`config.mk`:
```
export PLATFORM = sky130hd
export DESIGN_NAME = vgc_queue
export DESIGN_NICKNAME = d
export VERILOG_FILES = /design/src/sv/vgc_pkg.sv /design/src/sv/vgc_queue.sv
export SDC_FILE = /design/constraint.sdc
export NUM_CORES = 1
export LEC_CHECK = 0
export BUFFER_PORTS_ARGS = -buffer_cell sky130_fd_sc_hd__buf_4
export CORE_MARGIN = 8
export CORE_UTILIZATION = 45
export CTS_BUF_LIST = sky130_fd_sc_hd__clkbuf_8
export CTS_CLUSTER_SIZE = 24
export DETAILED_ROUTE_END_ITERATION = 12
export PLACE_DENSITY_LB_ADDON = 0.05
export SYNTH_ARGS = -nofsm -noshare
export SYNTH_HDL_FRONTEND = slang
export SYNTH_SLANG_ARGS = --single-unit
```
`constraint.sdc`:
```
create_clock -name clock -period 9 [get_ports clock]
set_clock_uncertainty 0.1 [all_clocks]
set_input_delay 0.45 -clock clock [delete_from_list [all_inputs] [get_ports clock]]
set_output_delay 0.45 -clock clock [all_outputs]
set_load 0.02 [all_outputs]
```
`src/sv/vgc_pkg.sv`:
```
package vgc_pkg;

   localparam int DEF_CAPACITY    = 1024;
   localparam int DEF_PROBE_LIMIT = 16;
   localparam int SLOT_W          = 16;

   localparam logic [31:0] VOXEL_RESET = 32'd65536;
   localparam logic [31:0] MIN_VOXEL   = 32'd655;
   localparam logic [15:0] COUNT_MAX   = 16'hFFFF;

   localparam logic [31:0] HASH_X = 32'd73856093;
   localparam logic [31:0] HASH_Y = 32'd19349663;
   localparam logic [31:0] HASH_Z = 32'd83492791;

   localparam logic KIND_ADD   = 1'b0;
   localparam logic KIND_DRAIN = 1'b1;

   localparam logic [1:0] OP_ADD   = 2'd0;
   localparam logic [1:0] OP_PASS  = 2'd1;
   localparam logic [1:0] OP_DRAIN = 2'd2;

   localparam logic [1:0] ST_OK    = 2'd0;
   localparam logic [1:0] ST_FULL  = 2'd1;
   localparam logic [1:0] ST_EMPTY = 2'd2;
   localparam logic [1:0] ST_SAT   = 2'd3;

   typedef struct packed {
      logic [1:0]        op;
      logic [SLOT_W-1:0] slot;
      logic [31:0]       key_x;
      logic [31:0]       key_y;
      logic [31:0]       key_z;
      logic [31:0]       x;
      logic [31:0]       y;
      logic [31:0]       z;
      logic [15:0]       inten;
   } op_type;

   typedef struct packed {
      logic [31:0] key_x;
      logic [31:0] key_y;
      logic [31:0] key_z;
      logic [47:0] sum_x;
      logic [47:0] sum_y;
      logic [47:0] sum_z;
      logic [31:0] sum_i;
      logic [15:0] count;
   } entry_type;

endpackage

```
`src/sv/vgc_queue.sv`:
```
module vgc_queue (
   input  logic            clock,
   input  logic            reset,
   input  logic            push_valid,
   output logic            push_ready,
   input  vgc_pkg::op_type push_data,
   output logic            pop_valid,
   input  logic            pop_ready,
   output vgc_pkg::op_type pop_data
);
   import vgc_pkg::*;

   op_type     entry_ff [2];
   logic [1:0] cnt_ff, cnt_in;
   logic       wr_ptr_ff, rd_ptr_ff;
   logic       do_push, do_pop;

   assign push_ready = (cnt_ff != 2'd2);
   assign pop_valid  = (cnt_ff != 2'd0);
   assign pop_data   = entry_ff[rd_ptr_ff];
   assign do_push    = push_valid && push_ready;
   assign do_pop     = pop_valid && pop_ready;

   always_comb begin
      cnt_in = cnt_ff;
      if (do_push && !do_pop) begin
         cnt_in = cnt_ff + 2'd1;
      end else if (do_pop && !do_push) begin
         cnt_in = cnt_ff - 2'd1;
      end
   end

   always_ff @(posedge clock) begin
      if (reset) begin
         cnt_ff    <= '0;
         wr_ptr_ff <= 1'b0;
         rd_ptr_ff <= 1'b0;
      end else begin
         cnt_ff <= cnt_in;
         if (do_push) begin
            wr_ptr_ff <= ~wr_ptr_ff;
         end
         if (do_pop) begin
            rd_ptr_ff <= ~rd_ptr_ff;
         end
      end
      if (do_push) begin
         entry_ff[wr_ptr_ff] <= push_data;
      end
   end
endmodule

```
==> metrics.md <==
| Metric | Value |
|---|---|
| Max cap viols | `0` |
| Commonest non-fill, non-tap cell in the layout | `buf_4` |
| Min Clock Period, post-route | `3.60 ns` |
| FP Rows | `71` |
| Post-Syn Area | `17100 um2` |
| Syn Nets | `958` |
| CP Capture Type | `primary output` |
| Maximum VDD drop | `215 uV` |
| Vias in the first global route | `10443` |
| Initial Util | `45.5%` |
| Top cell type's share of synthesized area | `79.4%` |
| I/O pin count | `458` |
| CTS Buffer Depth | `3` |
| # nets final | `1701` |
| Combinational Power Share | `32.8%` |
| HPWL after DPL | `28.0 mm` |
| Resized Gates After CTS | `0` |
| Core box area | `37600 um2` |
| Power per cell area | `261 nW/um2` |
| Worst-path clk slew | `0.06 ns` |
| Drt first pass iters | `4` |
| Final hold viol count | `0` |
| Crit-path leading delay family | `buffers and inverters` |
| Layout fillers | `2662` |
| HP Start | `push_valid` |
| DRT Wirelength | `42.5 mm` |
| Port Buffers | `457` |
| Setup TNS | `0 ns` |
| Worst endpoint required time | `8.45 ns` |
| Int Power | `4.47 mW` |
| Global route total overflow | `0` |
| CP max stage delay | `0.91 ns` |
| Worst r2r src | `cnt_ff[0]` |
| Total CTS buffers | `75` |
| Area grow syn2layout | `43.7%` |
| CTS sink count | `457` |
| Die Y | `211 um` |
| Yosys warns | `0` |
| Setup CP Type | `flop to primary output` |
| Share of cells above drive strength 1 | `51.1%` |
| CTS root buffer | `clkbuf_8` |
| Status | `complete, no violations` |
| GPL Wtd Cong | `0.766` |
| Inst Count DP | `1677` |
| WL/cell | `20.9 um` |
| Mapped Cells | `727` |
| CP arrival | `3.05 ns` |
| Clock Latency Late Sink | `0.59 ns` |
| Placed instance area | `21000 um2` |
| Worst path bufs/invs | `2` |
| Total GRT Usage | `18.6%` |
| Sw Ratio | `30.4%` |
| Worst slew margin | `30.6%` |
| Final Non-Filler Cells | `2036` |
| RSZ-0062 raised after global routing | `no` |
| Final setup viols | `0` |
| Top post-synthesis cells by area | `edfxtp_1, mux2_4, mux2_2, buf_6, dfxtp_1` |
| F_max | `278 MHz` |
| Clock network fraction of design power | `24.3%` |
| CP most frequent cell | `buf_4` |
| CP max FO | `53` |
| Net Sw Power | `1.96 mW` |
| Final period util | `40.0%` |
| Largest net degree at the start of global routing | `123` |
| CTS tree | `built` |
| CP Launch Type | `flop` |
| Lkg Pwr | `9.58 nW` |
| Cell Chain, Critical Path | `buf_4 -> mux2_2 -> buf_4` |
| Synthesized flop and latch total | `457` |
| Via count | `9460` |
| Worst path slowest cell | `dfxtp_4` |
| DRC Markers | `0` |
| Initial DRC count | `496` |
| HP Class | `input port to flop` |
| CTS HTree Levels | `3` |
| Yosys cell types | `19` |
| Area leader, netlist | `edfxtp_1` |
| Sequential fraction of design power | `42.9%` |
| Antenna Nets Post-Route | `0` |
| Syn Area/Cell | `23.5 um2` |
| Post-CTS Setup Bufs | `0` |
| Final Cell Area | `24600 um2` |
| Slew Viols, Final | `0` |
| Post-CTS Hold Fix Bufs | `227` |
| Most frequent cells in the layout | `buf_4, edfxtp_1, dlygate4sd3_1` |
| Die Area | `44500 um2` |
| Die X | `211 um` |
| Via/cell ratio | `4.65` |
| First-pass GRT wire length | `62.4 mm` |
| Worst-Margin Slew | `1.04 ns` |
| Seq/Total Area, Yosys | `80.0%` |
| Initial antenna violation count | `3` |
## power by group through the flow
stage	sequential [mW]	clock, mW	combinational, mW
after floorplan	2.81	0	1.29
after global placement	2.79	0	2.05
after detailed placement	2.80	0	2.05
after CTS	2.76	1.62	2.14
after global routing	2.78	1.70	2.21
final	2.76	1.56	2.11
## state kept, by name, summed over array words and instances, names as in the netlist, named ones only
name / flops
entry_ff: 452
rd_ptr_ff: 1
wr_ptr_ff: 1
cnt_ff: 2
## synthesized netlist by cell type
cell type	instances
mux2_2	86
and3_1	1
buf_2	8
or3_1	1
dfxtp_1	5
mux2_4	140
nand3b_1	1
o21ai_0	2
or2_2	1
xor2_1	3
buf_6	17
inv_1	1
nand2b_1	1
a21bo_2	1
and2_1	1
nor2_1	3
a21oi_1	2
ha_1	1
edfxtp_1	452
## worst paths after layout
| path | cells past startpoint | slack (ns) | end |
|---|---|---|---|
| max | 3 | 5.40 | pop_data[16] |
| max reg2reg | 4 | 5.44 | entry_ff[1][210] |
| min | 3 | 0.07 | wr_ptr_ff |
| min reg2reg | 2 | 0.41 | rd_ptr_ff |
## metal layers
layer	GRT usage, %	part of all wire [%]	vias to the layer above
met5	0	0	-
met4	6.27	2.4	0
met3	6.75	7.9	64
met2	30.9	50	336
met1	22.2	40	4663
li1	-	-	4397
## cells by family (layout without fill, tap and decap cells)
family | count (synthesis) | count (layout) | synth area share, %
multiplexers | 226 | 226 | 18.0
flip-flops | 457 | 457 | 80.0
other | 0 | 5 | 0
adder cells (fa/ha/maj) | 1 | 1 | 0.0732
XOR/XNOR | 3 | 3 | 0.154
AND/OR/NAND/NOR | 9 | 9 | 0.293
AO/OA/AOI/OAI | 5 | 5 | 0.176
buffers and inverters | 26 | 819 | 1.38
## final cells by class
| type | instances | area (um2) | share of cell area (%) |
|---|---|---|---|
| Timing Repair Buffer | 691 | 5770 | 23.5 |
| Tap cell | 511 | 639 | 2.60 |
| Clock buffer | 79 | 1090 | 4.42 |
| Antenna cell | 5 | 12.5 | 0.0509 |
| Multi-Input combinational cell | 244 | 3190 | 13.0 |
| Inverter | 1 | 11.3 | 0.0458 |
| Clock inverter | 48 | 186 | 0.759 |
| Sequential cell | 457 | 13700 | 55.7 |
## worst reg2reg max path: stages, from the launching register on
cell      delay, ns
dfxtp_1        0.40
nand2b_1       0.22
and3_4         0.69
buf_4          0.79
buf_4          0.87
## per-stage QoR
step           power (mW)  hold slack (ns)  util, %  setup slack (ns)
6_report             6.43           0.0676     65.4              5.40
2_1_floorplan        4.10            0.371        -              2.36
3_5_place_dp         4.85            0.404     55.9              5.42
3_3_place_gp         4.84            0.385     55.9              5.39
5_1_grt              6.70           0.0230     65.4              5.13
4_1_cts              6.52          0.00118     65.4              5.25
Note: power is estimated with default switching activity, not from simulation.
