### src/sv/vgc_pkg.sv
package vgc_pkg;

   localparam int DEF_CAPACITY    = 1024;
   localparam int DEF_PROBE_LIMIT = 16;
   localparam int SLOT_W          = 16;

   localparam logic [31:0] VOXEL_RESET = 32'd65536;
   localparam logic [31:0] MIN_VOXEL   = 32'd655;
   localparam logic [15:0] COUNT_MAX   = 16'hFFFF;

   localparam logic [31:0] HASH_X = 32'd73856093;
   localparam logic [31:0] HASH_Y = 32'd19349663;
   localparam logic [31:0] HASH_Z = 32'd83492791;

   localparam logic KIND_ADD   = 1'b0;
   localparam logic KIND_DRAIN = 1'b1;

   localparam logic [1:0] OP_ADD   = 2'd0;
   localparam logic [1:0] OP_PASS  = 2'd1;
   localparam logic [1:0] OP_DRAIN = 2'd2;

   localparam logic [1:0] ST_OK    = 2'd0;
   localparam logic [1:0] ST_FULL  = 2'd1;
   localparam logic [1:0] ST_EMPTY = 2'd2;
   localparam logic [1:0] ST_SAT   = 2'd3;

   typedef struct packed {
      logic [1:0]        op;
      logic [SLOT_W-1:0] slot;
      logic [31:0]       key_x;
      logic [31:0]       key_y;
      logic [31:0]       key_z;
      logic [31:0]       x;
      logic [31:0]       y;
      logic [31:0]       z;
      logic [15:0]       inten;
   } op_type;

   typedef struct packed {
      logic [31:0] key_x;
      logic [31:0] key_y;
      logic [31:0] key_z;
      logic [47:0] sum_x;
      logic [47:0] sum_y;
      logic [47:0] sum_z;
      logic [31:0] sum_i;
      logic [15:0] count;
   } entry_type;

endpackage

### src/sv/vgc_divider.sv
module vgc_divider #(
   parameter int WIDTH = 32
) (
   input  logic             clock,
   input  logic             reset,
   input  logic             start,
   input  logic [WIDTH-1:0] dividend,
   input  logic [WIDTH-1:0] divisor,
   output logic             done,
   output logic [WIDTH-1:0] quotient,
   output logic [WIDTH-1:0] remainder
);
   localparam int CW = $clog2(WIDTH);

   logic             busy_ff, busy_in, done_ff, done_in;
   logic [CW-1:0]    cnt_ff, cnt_in;
   logic [WIDTH-1:0] quo_ff, quo_in, rem_ff, rem_in, dvs_ff, dvs_in;
   logic [WIDTH:0]   shifted, diff;

   always_comb begin
      shifted = {rem_ff, quo_ff[WIDTH-1]};
      diff    = shifted - {1'b0, dvs_ff};
      busy_in = busy_ff;
      done_in = 1'b0;
      cnt_in  = cnt_ff;
      quo_in  = quo_ff;
      rem_in  = rem_ff;
      dvs_in  = dvs_ff;
      if (start) begin
         busy_in = 1'b1;
         cnt_in  = '0;
         quo_in  = dividend;
         rem_in  = '0;
         dvs_in  = divisor;
      end else if (busy_ff) begin
         if (!diff[WIDTH]) begin
            rem_in = diff[WIDTH-1:0];
            quo_in = {quo_ff[WIDTH-2:0], 1'b1};
         end else begin
            rem_in = shifted[WIDTH-1:0];
            quo_in = {quo_ff[WIDTH-2:0], 1'b0};
         end
         cnt_in = cnt_ff + 1'b1;
         if (cnt_ff == CW'(WIDTH-1)) begin
            busy_in = 1'b0;
            done_in = 1'b1;
         end
      end
   end

   always_ff @(posedge clock) begin
      if (reset) begin
         busy_ff <= 1'b0;
         done_ff <= 1'b0;
      end else begin
         busy_ff <= busy_in;
         done_ff <= done_in;
      end
      cnt_ff <= cnt_in;
      quo_ff <= quo_in;
      rem_ff <= rem_in;
      dvs_ff <= dvs_in;
   end

   assign done      = done_ff;
   assign quotient  = quo_ff;
   assign remainder = rem_ff;
endmodule

### src/sv/vgc_front.sv
module vgc_front #(
   parameter int CAPACITY = vgc_pkg::DEF_CAPACITY
) (
   input  logic            clock,
   input  logic            reset,
   input  logic            clearing,
   input  logic            item_valid,
   output logic            item_ready,
   input  logic            item_kind,
   input  logic [31:0]     item_x,
   input  logic [31:0]     item_y,
   input  logic [31:0]     item_z,
   input  logic [15:0]     item_inten,
   input  logic            cfg_valid,
   input  logic [31:0]     cfg_data,
   output logic            push_valid,
   input  logic            push_ready,
   output vgc_pkg::op_type push_data
);
   import vgc_pkg::*;

   localparam logic [2:0] F_IDLE  = 3'd0;
   localparam logic [2:0] F_DIV   = 3'd1;
   localparam logic [2:0] F_HASH  = 3'd2;
   localparam logic [2:0] F_SLOT  = 3'd3;
   localparam logic [2:0] F_PUSH  = 3'd4;

   logic [2:0]  state_ff, state_in;
   logic [31:0] voxel_ff;
   op_type      op_ff, op_in;
   logic [31:0] kx_ff, ky_ff, kz_ff, kx_in, ky_in, kz_in;
   logic [31:0] hash_ff, hash_in;
   logic        accept, div_start;
   logic [31:0] ax, ay, az, qx, qy, qz, rx, ry, rz;
   logic        dx_done, dy_done, dz_done;

   assign item_ready = (state_ff == F_IDLE) && !clearing;
   assign accept     = item_valid && item_ready;
   assign div_start  = accept && (item_kind == KIND_ADD) && (voxel_ff >= MIN_VOXEL);

   assign ax = item_x[31] ? (~item_x + 32'd1) : item_x;
   assign ay = item_y[31] ? (~item_y + 32'd1) : item_y;
   assign az = item_z[31] ? (~item_z + 32'd1) : item_z;

   vgc_divider #(.WIDTH(32)) u_div_x (
      .clock, .reset, .start(div_start), .dividend(ax), .divisor(voxel_ff),
      .done(dx_done), .quotient(qx), .remainder(rx));
   vgc_divider #(.WIDTH(32)) u_div_y (
      .clock, .reset, .start(div_start), .dividend(ay), .divisor(voxel_ff),
      .done(dy_done), .quotient(qy), .remainder(ry));
   vgc_divider #(.WIDTH(32)) u_div_z (
      .clock, .reset, .start(div_start), .dividend(az), .divisor(voxel_ff),
      .done(dz_done), .quotient(qz), .remainder(rz));

   always_comb begin
      state_in = state_ff;
      op_in    = op_ff;
      kx_in    = kx_ff;
      ky_in    = ky_ff;
      kz_in    = kz_ff;
      hash_in  = hash_ff;
      unique case (state_ff)
         F_IDLE: begin
            if (accept) begin
               op_in.x     = item_x;
               op_in.y     = item_y;
               op_in.z     = item_z;
               op_in.inten = item_inten;
               op_in.slot  = '0;
               op_in.key_x = '0;
               op_in.key_y = '0;
               op_in.key_z = '0;
               if (item_kind == KIND_DRAIN) begin
                  op_in.op = OP_DRAIN;
                  state_in = F_PUSH;
               end else if (voxel_ff < MIN_VOXEL) begin
                  op_in.op = OP_PASS;
                  state_in = F_PUSH;
               end else begin
                  op_in.op = OP_ADD;
                  state_in = F_DIV;
               end
            end
         end
         F_DIV: begin
            if (dx_done && dy_done && dz_done) begin
               // negative side: -(q) - 1 is the complement of q
               kx_in    = op_ff.x[31] ? ~qx : qx;
               ky_in    = op_ff.y[31] ? ~qy : qy;
               kz_in    = op_ff.z[31] ? ~qz : qz;
               state_in = F_HASH;
            end
         end
         F_HASH: begin
            hash_in     = (kx_ff * HASH_X) ^ (ky_ff * HASH_Y) ^ (kz_ff * HASH_Z);
            op_in.key_x = kx_ff;
            op_in.key_y = ky_ff;
            op_in.key_z = kz_ff;
            state_in    = F_SLOT;
         end
         F_SLOT: begin
            // power-of-two table: home slot is the low hash bits
            op_in.slot = hash_ff[SLOT_W-1:0] & SLOT_W'(CAPACITY - 1);
            state_in   = F_PUSH;
         end
         F_PUSH: begin
            if (push_ready) begin
               state_in = F_IDLE;
            end
         end
         default: state_in = F_IDLE;
      endcase
   end

   always_ff @(posedge clock) begin
      if (reset) begin
         state_ff <= F_IDLE;
         voxel_ff <= VOXEL_RESET;
      end else begin
         state_ff <= state_in;
         if (cfg_valid) begin
            voxel_ff <= cfg_data;
         end
      end
      op_ff   <= op_in;
      kx_ff   <= kx_in;
      ky_ff   <= ky_in;
      kz_ff   <= kz_in;
      hash_ff <= hash_in;
   end

   assign push_valid = (state_ff == F_PUSH);
   assign push_data  = op_ff;
endmodule

### config.mk
export PLATFORM = sky130hd
export DESIGN_NAME = vgc_front
export DESIGN_NICKNAME = d
export VERILOG_FILES = /design/src/sv/vgc_pkg.sv /design/src/sv/vgc_divider.sv /design/src/sv/vgc_front.sv
export SDC_FILE = /design/constraint.sdc
export NUM_CORES = 1
export LEC_CHECK = 0
export BUFFER_PORTS_ARGS = -buffer_cell sky130_fd_sc_hd__buf_4
export CAP_MARGIN = 30
export CORE_MARGIN = 2
export CORE_UTILIZATION = 64
export CTS_BUF_LIST = sky130_fd_sc_hd__clkbuf_16
export DETAILED_ROUTE_END_ITERATION = 8
export GPL_ROUTABILITY_DRIVEN = 0
export PLACE_DENSITY_LB_ADDON = 0.3
export RECOVER_POWER = 25
export SYNTH_ARGS = -nofsm -noshare
export SYNTH_HDL_FRONTEND = slang
export SYNTH_SLANG_ARGS = --single-unit
### constraint.sdc
create_clock -name clock -period 17 [get_ports clock]
set_input_delay 3.4 -clock clock [delete_from_list [all_inputs] [get_ports clock]]
set_output_delay 3.4 -clock clock [all_outputs]
set_load 0.02 [all_outputs]
==> implementation parameters <==
Parameter                              Value

Outcome
  Run status ... complete, but fails checks
  Failing checks ... capacitance limit, slew limit

STA
  Fmax ... 0.1344 GHz
  Final worst-path cycle share ... 43.75%
  Setup TNS ... 0 ps
  Number of pins exceeding their max-slew limit in the final report ... 306
  RSZ-0062 raised after global routing ... false
  Slew @ Worst Pin ... 4164 ps
  Final hold violation count ... 0
  Setup Viol. Count Final ... 0
  Final critical path time including I/O delays and setup ... 7438 ps
  Largest clock skew in the final design ... 24.67 ps
  Worst relative slew slack ... -177.6%

Setup path
  Slowest cell on crit path ... sky130_fd_sc_hd__nor4_1
  Worst Path Required ... 13,600 ps
  Kind of launch point of the worst setup path ... input pin
  Longest individual stage delay on the worst path ... 310 ps
  Library cell appearing most often on the critical path ... sky130_fd_sc_hd__buf_4
  Cell Chain, Critical Path ... buf_4 -> nor4_1 -> buf_4
  Worst setup path class ... input pin to output port
  Largest fanout on the critical path ... 2
  Kind of end point of the critical path ... output port
  Arrival time reported for the critical path endpoint ... 4040 ps

Synthesis
  Syn Inst Count ... 3,008
  Synthesized flop and latch total ... 606
  Combined area of all synthesized cells ... 0.03267 sq mm
  Commonest register cell after synthesis ... sky130_fd_sc_hd__edfxtp_1
  Post-Synthesis Mean Instance Area ... 10.86 sq um
  Synthesis Warnings ... 0
  Number of synthesized flops with an enable pin ... 454
  Number of unique standard cell types used by synthesis ... 80
  Async set or reset register ratio after synthesis ... 0%
  Share of the yosys chip area belonging to registers ... 51.05%

Global route
  First-pass GRT wire length ... 127,000 um
  Global route overflow ... 0
  Via count of the first global-routing pass ... 23.65k
  All-layer global routing usage ... 30.15%
  Antenna violations before repair ... 4
  Maximum number of pins on one net before global-route repair ... 108

Placed design
  Estimated wirelength of the detail-placed design ... 57,200 um
  Number of port buffers ... 372
  Post-place instance area ... 0.03600 sq mm

Clocking
  TritonCTS Buffers ... 59
  Clock-pin slew of the registers on the worst-case setup and hold paths ... 60 ps
  Number of cells upsized or downsized after cts ... 0
  # hold bufs at CTS ... 0
  Buffer levels on the longest clock path ... 3
  Root buffer selected by CTS ... sky130_fd_sc_hd__clkbuf_16
  Sink Count ... 606
  Later-pin clock latency in the skew report ... 640 ps
  Number of buffers added for setup after CTS ... 0
  TritonCTS clock tree ... built
  Max H-tree Level ... 2

Die
  CORE AREA ... 0.05027 sq mm
  Floorplan die width ... 229.9 um
  Die area ... 0.05287 sq mm
  Die Y ... 229.9 um
  Effective utilization at floorplan ... 64.98%
  # IOs ... 379
  Number of standard-cell rows in the floorplan ... 82

Final layout
  Highest-count cells in the layout ignoring fill and taps ... sky130_fd_sc_hd__edfxtp_1 (454), sky130_fd_sc_hd__buf_4 (387), sky130_fd_sc_hd__nand2_1 (249), sky130_fd_sc_hd__xor2_1 (217), sky130_fd_sc_hd__o21ai_0 (208)
  Signed area change from the synthesized netlist to the final layout ... 16.33%
  Fin nets ... 3,711
  Final instance area ... 0.03800 sq mm
  Leading cell type in the layout, fill and taps excluded ... sky130_fd_sc_hd__edfxtp_1
  Proportion of layout cells with a drive suffix above 1 ... 15.13%
  # fillers ... 3,239

Drt
  Routed len/inst ... 19.96 um
  Via-to-Cell Ratio ... 6.035
  Routed wire length ... 81,040 um
  DRT iter0 DRCs ... 2,225
  Count of vias placed by the detailed router ... 24.50k
  Post-detailed-route count of antenna-violating nets ... 0
  TritonRoute pass-1 iters ... 7
  DR DRC count ... 0

Min path
  Min-Delay Path Class ... flop to flop

Power and ir drop
  Total power density per cell area ... 127.4 mW/mm^2
  Highest ir drop seen on vdd ... 0.00009672 V
  Leakage dissipation ... 15.46 nW
  Pwr Total ... 4.843 mW

Run
  Max-cap viol count ... 6
## worst max-delay path: cells and delay by family
family	cells	cell delay, ps
AND/OR/NAND/NOR	1	310
buffers and inverters	2	330
## path summary, 6_finish.rpt
check,startpoint,to,slack [ps],depth (start not counted)
max,clearing,item_ready,9560,3
min,voxel_ff[24],u_div_x.dvs_ff[24],460,0
max reg2reg,state_ff[0],ky_ff[16],11120,5
min reg2reg,voxel_ff[24],u_div_x.dvs_ff[24],460,0
## cells in the mapped netlist, types with 31 or more instances
cell	instances	area [sq um]
sky130_fd_sc_hd__nand2_1	250	938.4
sky130_fd_sc_hd__o21ai_0	208	1041
sky130_fd_sc_hd__dfxtp_1	152	3043
sky130_fd_sc_hd__ha_1	181	2265
sky130_fd_sc_hd__and2_1	113	706.9
sky130_fd_sc_hd__inv_1	165	619.3
sky130_fd_sc_hd__a21oi_1	164	820.8
sky130_fd_sc_hd__nor2_1	195	732.0
sky130_fd_sc_hd__nor3_1	39	195.2
sky130_fd_sc_hd__fa_1	42	840.8
sky130_fd_sc_hd__xor2_1	217	1901
sky130_fd_sc_hd__a21o_1	37	277.8
sky130_fd_sc_hd__o31ai_1	31	232.7
sky130_fd_sc_hd__xnor2_1	115	1007
sky130_fd_sc_hd__mux2i_1	66	660.6
sky130_fd_sc_hd__clkbuf_1	95	356.6
sky130_fd_sc_hd__a31oi_1	60	375.4
sky130_fd_sc_hd__nand3_1	40	200.2
sky130_fd_sc_hd__edfxtp_1	454	13630
## flip-flops by register name, summed over array words and instances, names as in the netlist, 3 cells and up
name	flops
u_div_x.quotient	32
ky_ff	32
u_div_y.remainder	32
u_div_x.cnt_ff	5
u_div_x.dvs_ff	32
push_data	220
u_div_z.cnt_ff	5
kz_ff	32
hash_ff	10
state_ff	3
voxel_ff	32
u_div_y.cnt_ff	5
u_div_z.remainder	32
u_div_z.quotient	32
u_div_y.quotient	32
u_div_x.remainder	32
kx_ff	32
## cell families after synthesis
group,share of synthesized area [%]
AOI/OAI and AO/OA,12.42
xor gates and xnor gates,8.951
adders and majority gates,9.506
buffers and inverters,3.508
DFF,51.05
muxes,2.091
other,0.01148
and+or+nand+nor,12.46
## area by class of cell
| type | instances | area [sq um] | area share, % |
|---|---|---|---|
| diodes | 2 | 5.005 | 0.01317 |
| clock inverters | 49 | 493.0 | 1.297 |
| well taps | 672 | 840.8 | 2.213 |
| inverters | 166 | 628.1 | 1.653 |
| flip-flops and latches | 606 | 16680 | 43.89 |
| multi-input cells | 2110 | 14900 | 39.20 |
| clock buffers | 60 | 1501 | 3.951 |
| repair buffers | 394 | 2955 | 7.777 |
## routing by layer
| layer | share of wire [%] | GRT usage [%] | up-vias |
|---|---|---|---|
| met4 | 4.4 | 12.78 | 4 |
| met1 | 39 | 38.28 | 11768 |
| met5 | 0.033 | 0 | - |
| met2 | 50 | 51.98 | 1065 |
| li1 | - | - | 11434 |
| met3 | 7.0 | 4.117 | 227 |
## power breakdown
part	leakage (nW)	switching (mW)	internal (mW)
logic	8.96	0.966	0.639
clock network	1.01	0.564	0.778
registers	5.49	0.131	1.77
total	15.5	1.66	3.18
## per-stage QoR
stage               setup slack, ps  utilization [%]  cells  hold slack, ps
floorplan                      7787                -   3013           424.0
global route                   9539            75.59   4059           477.2
detailed placement             9570            71.61   3946           444.1
finish                         9562            75.59   4059           460.8
CTS                            9570            75.58   4055           463.8
global placement               9622            71.61   3946           439.9
Power figures use the tool's default switching activity.
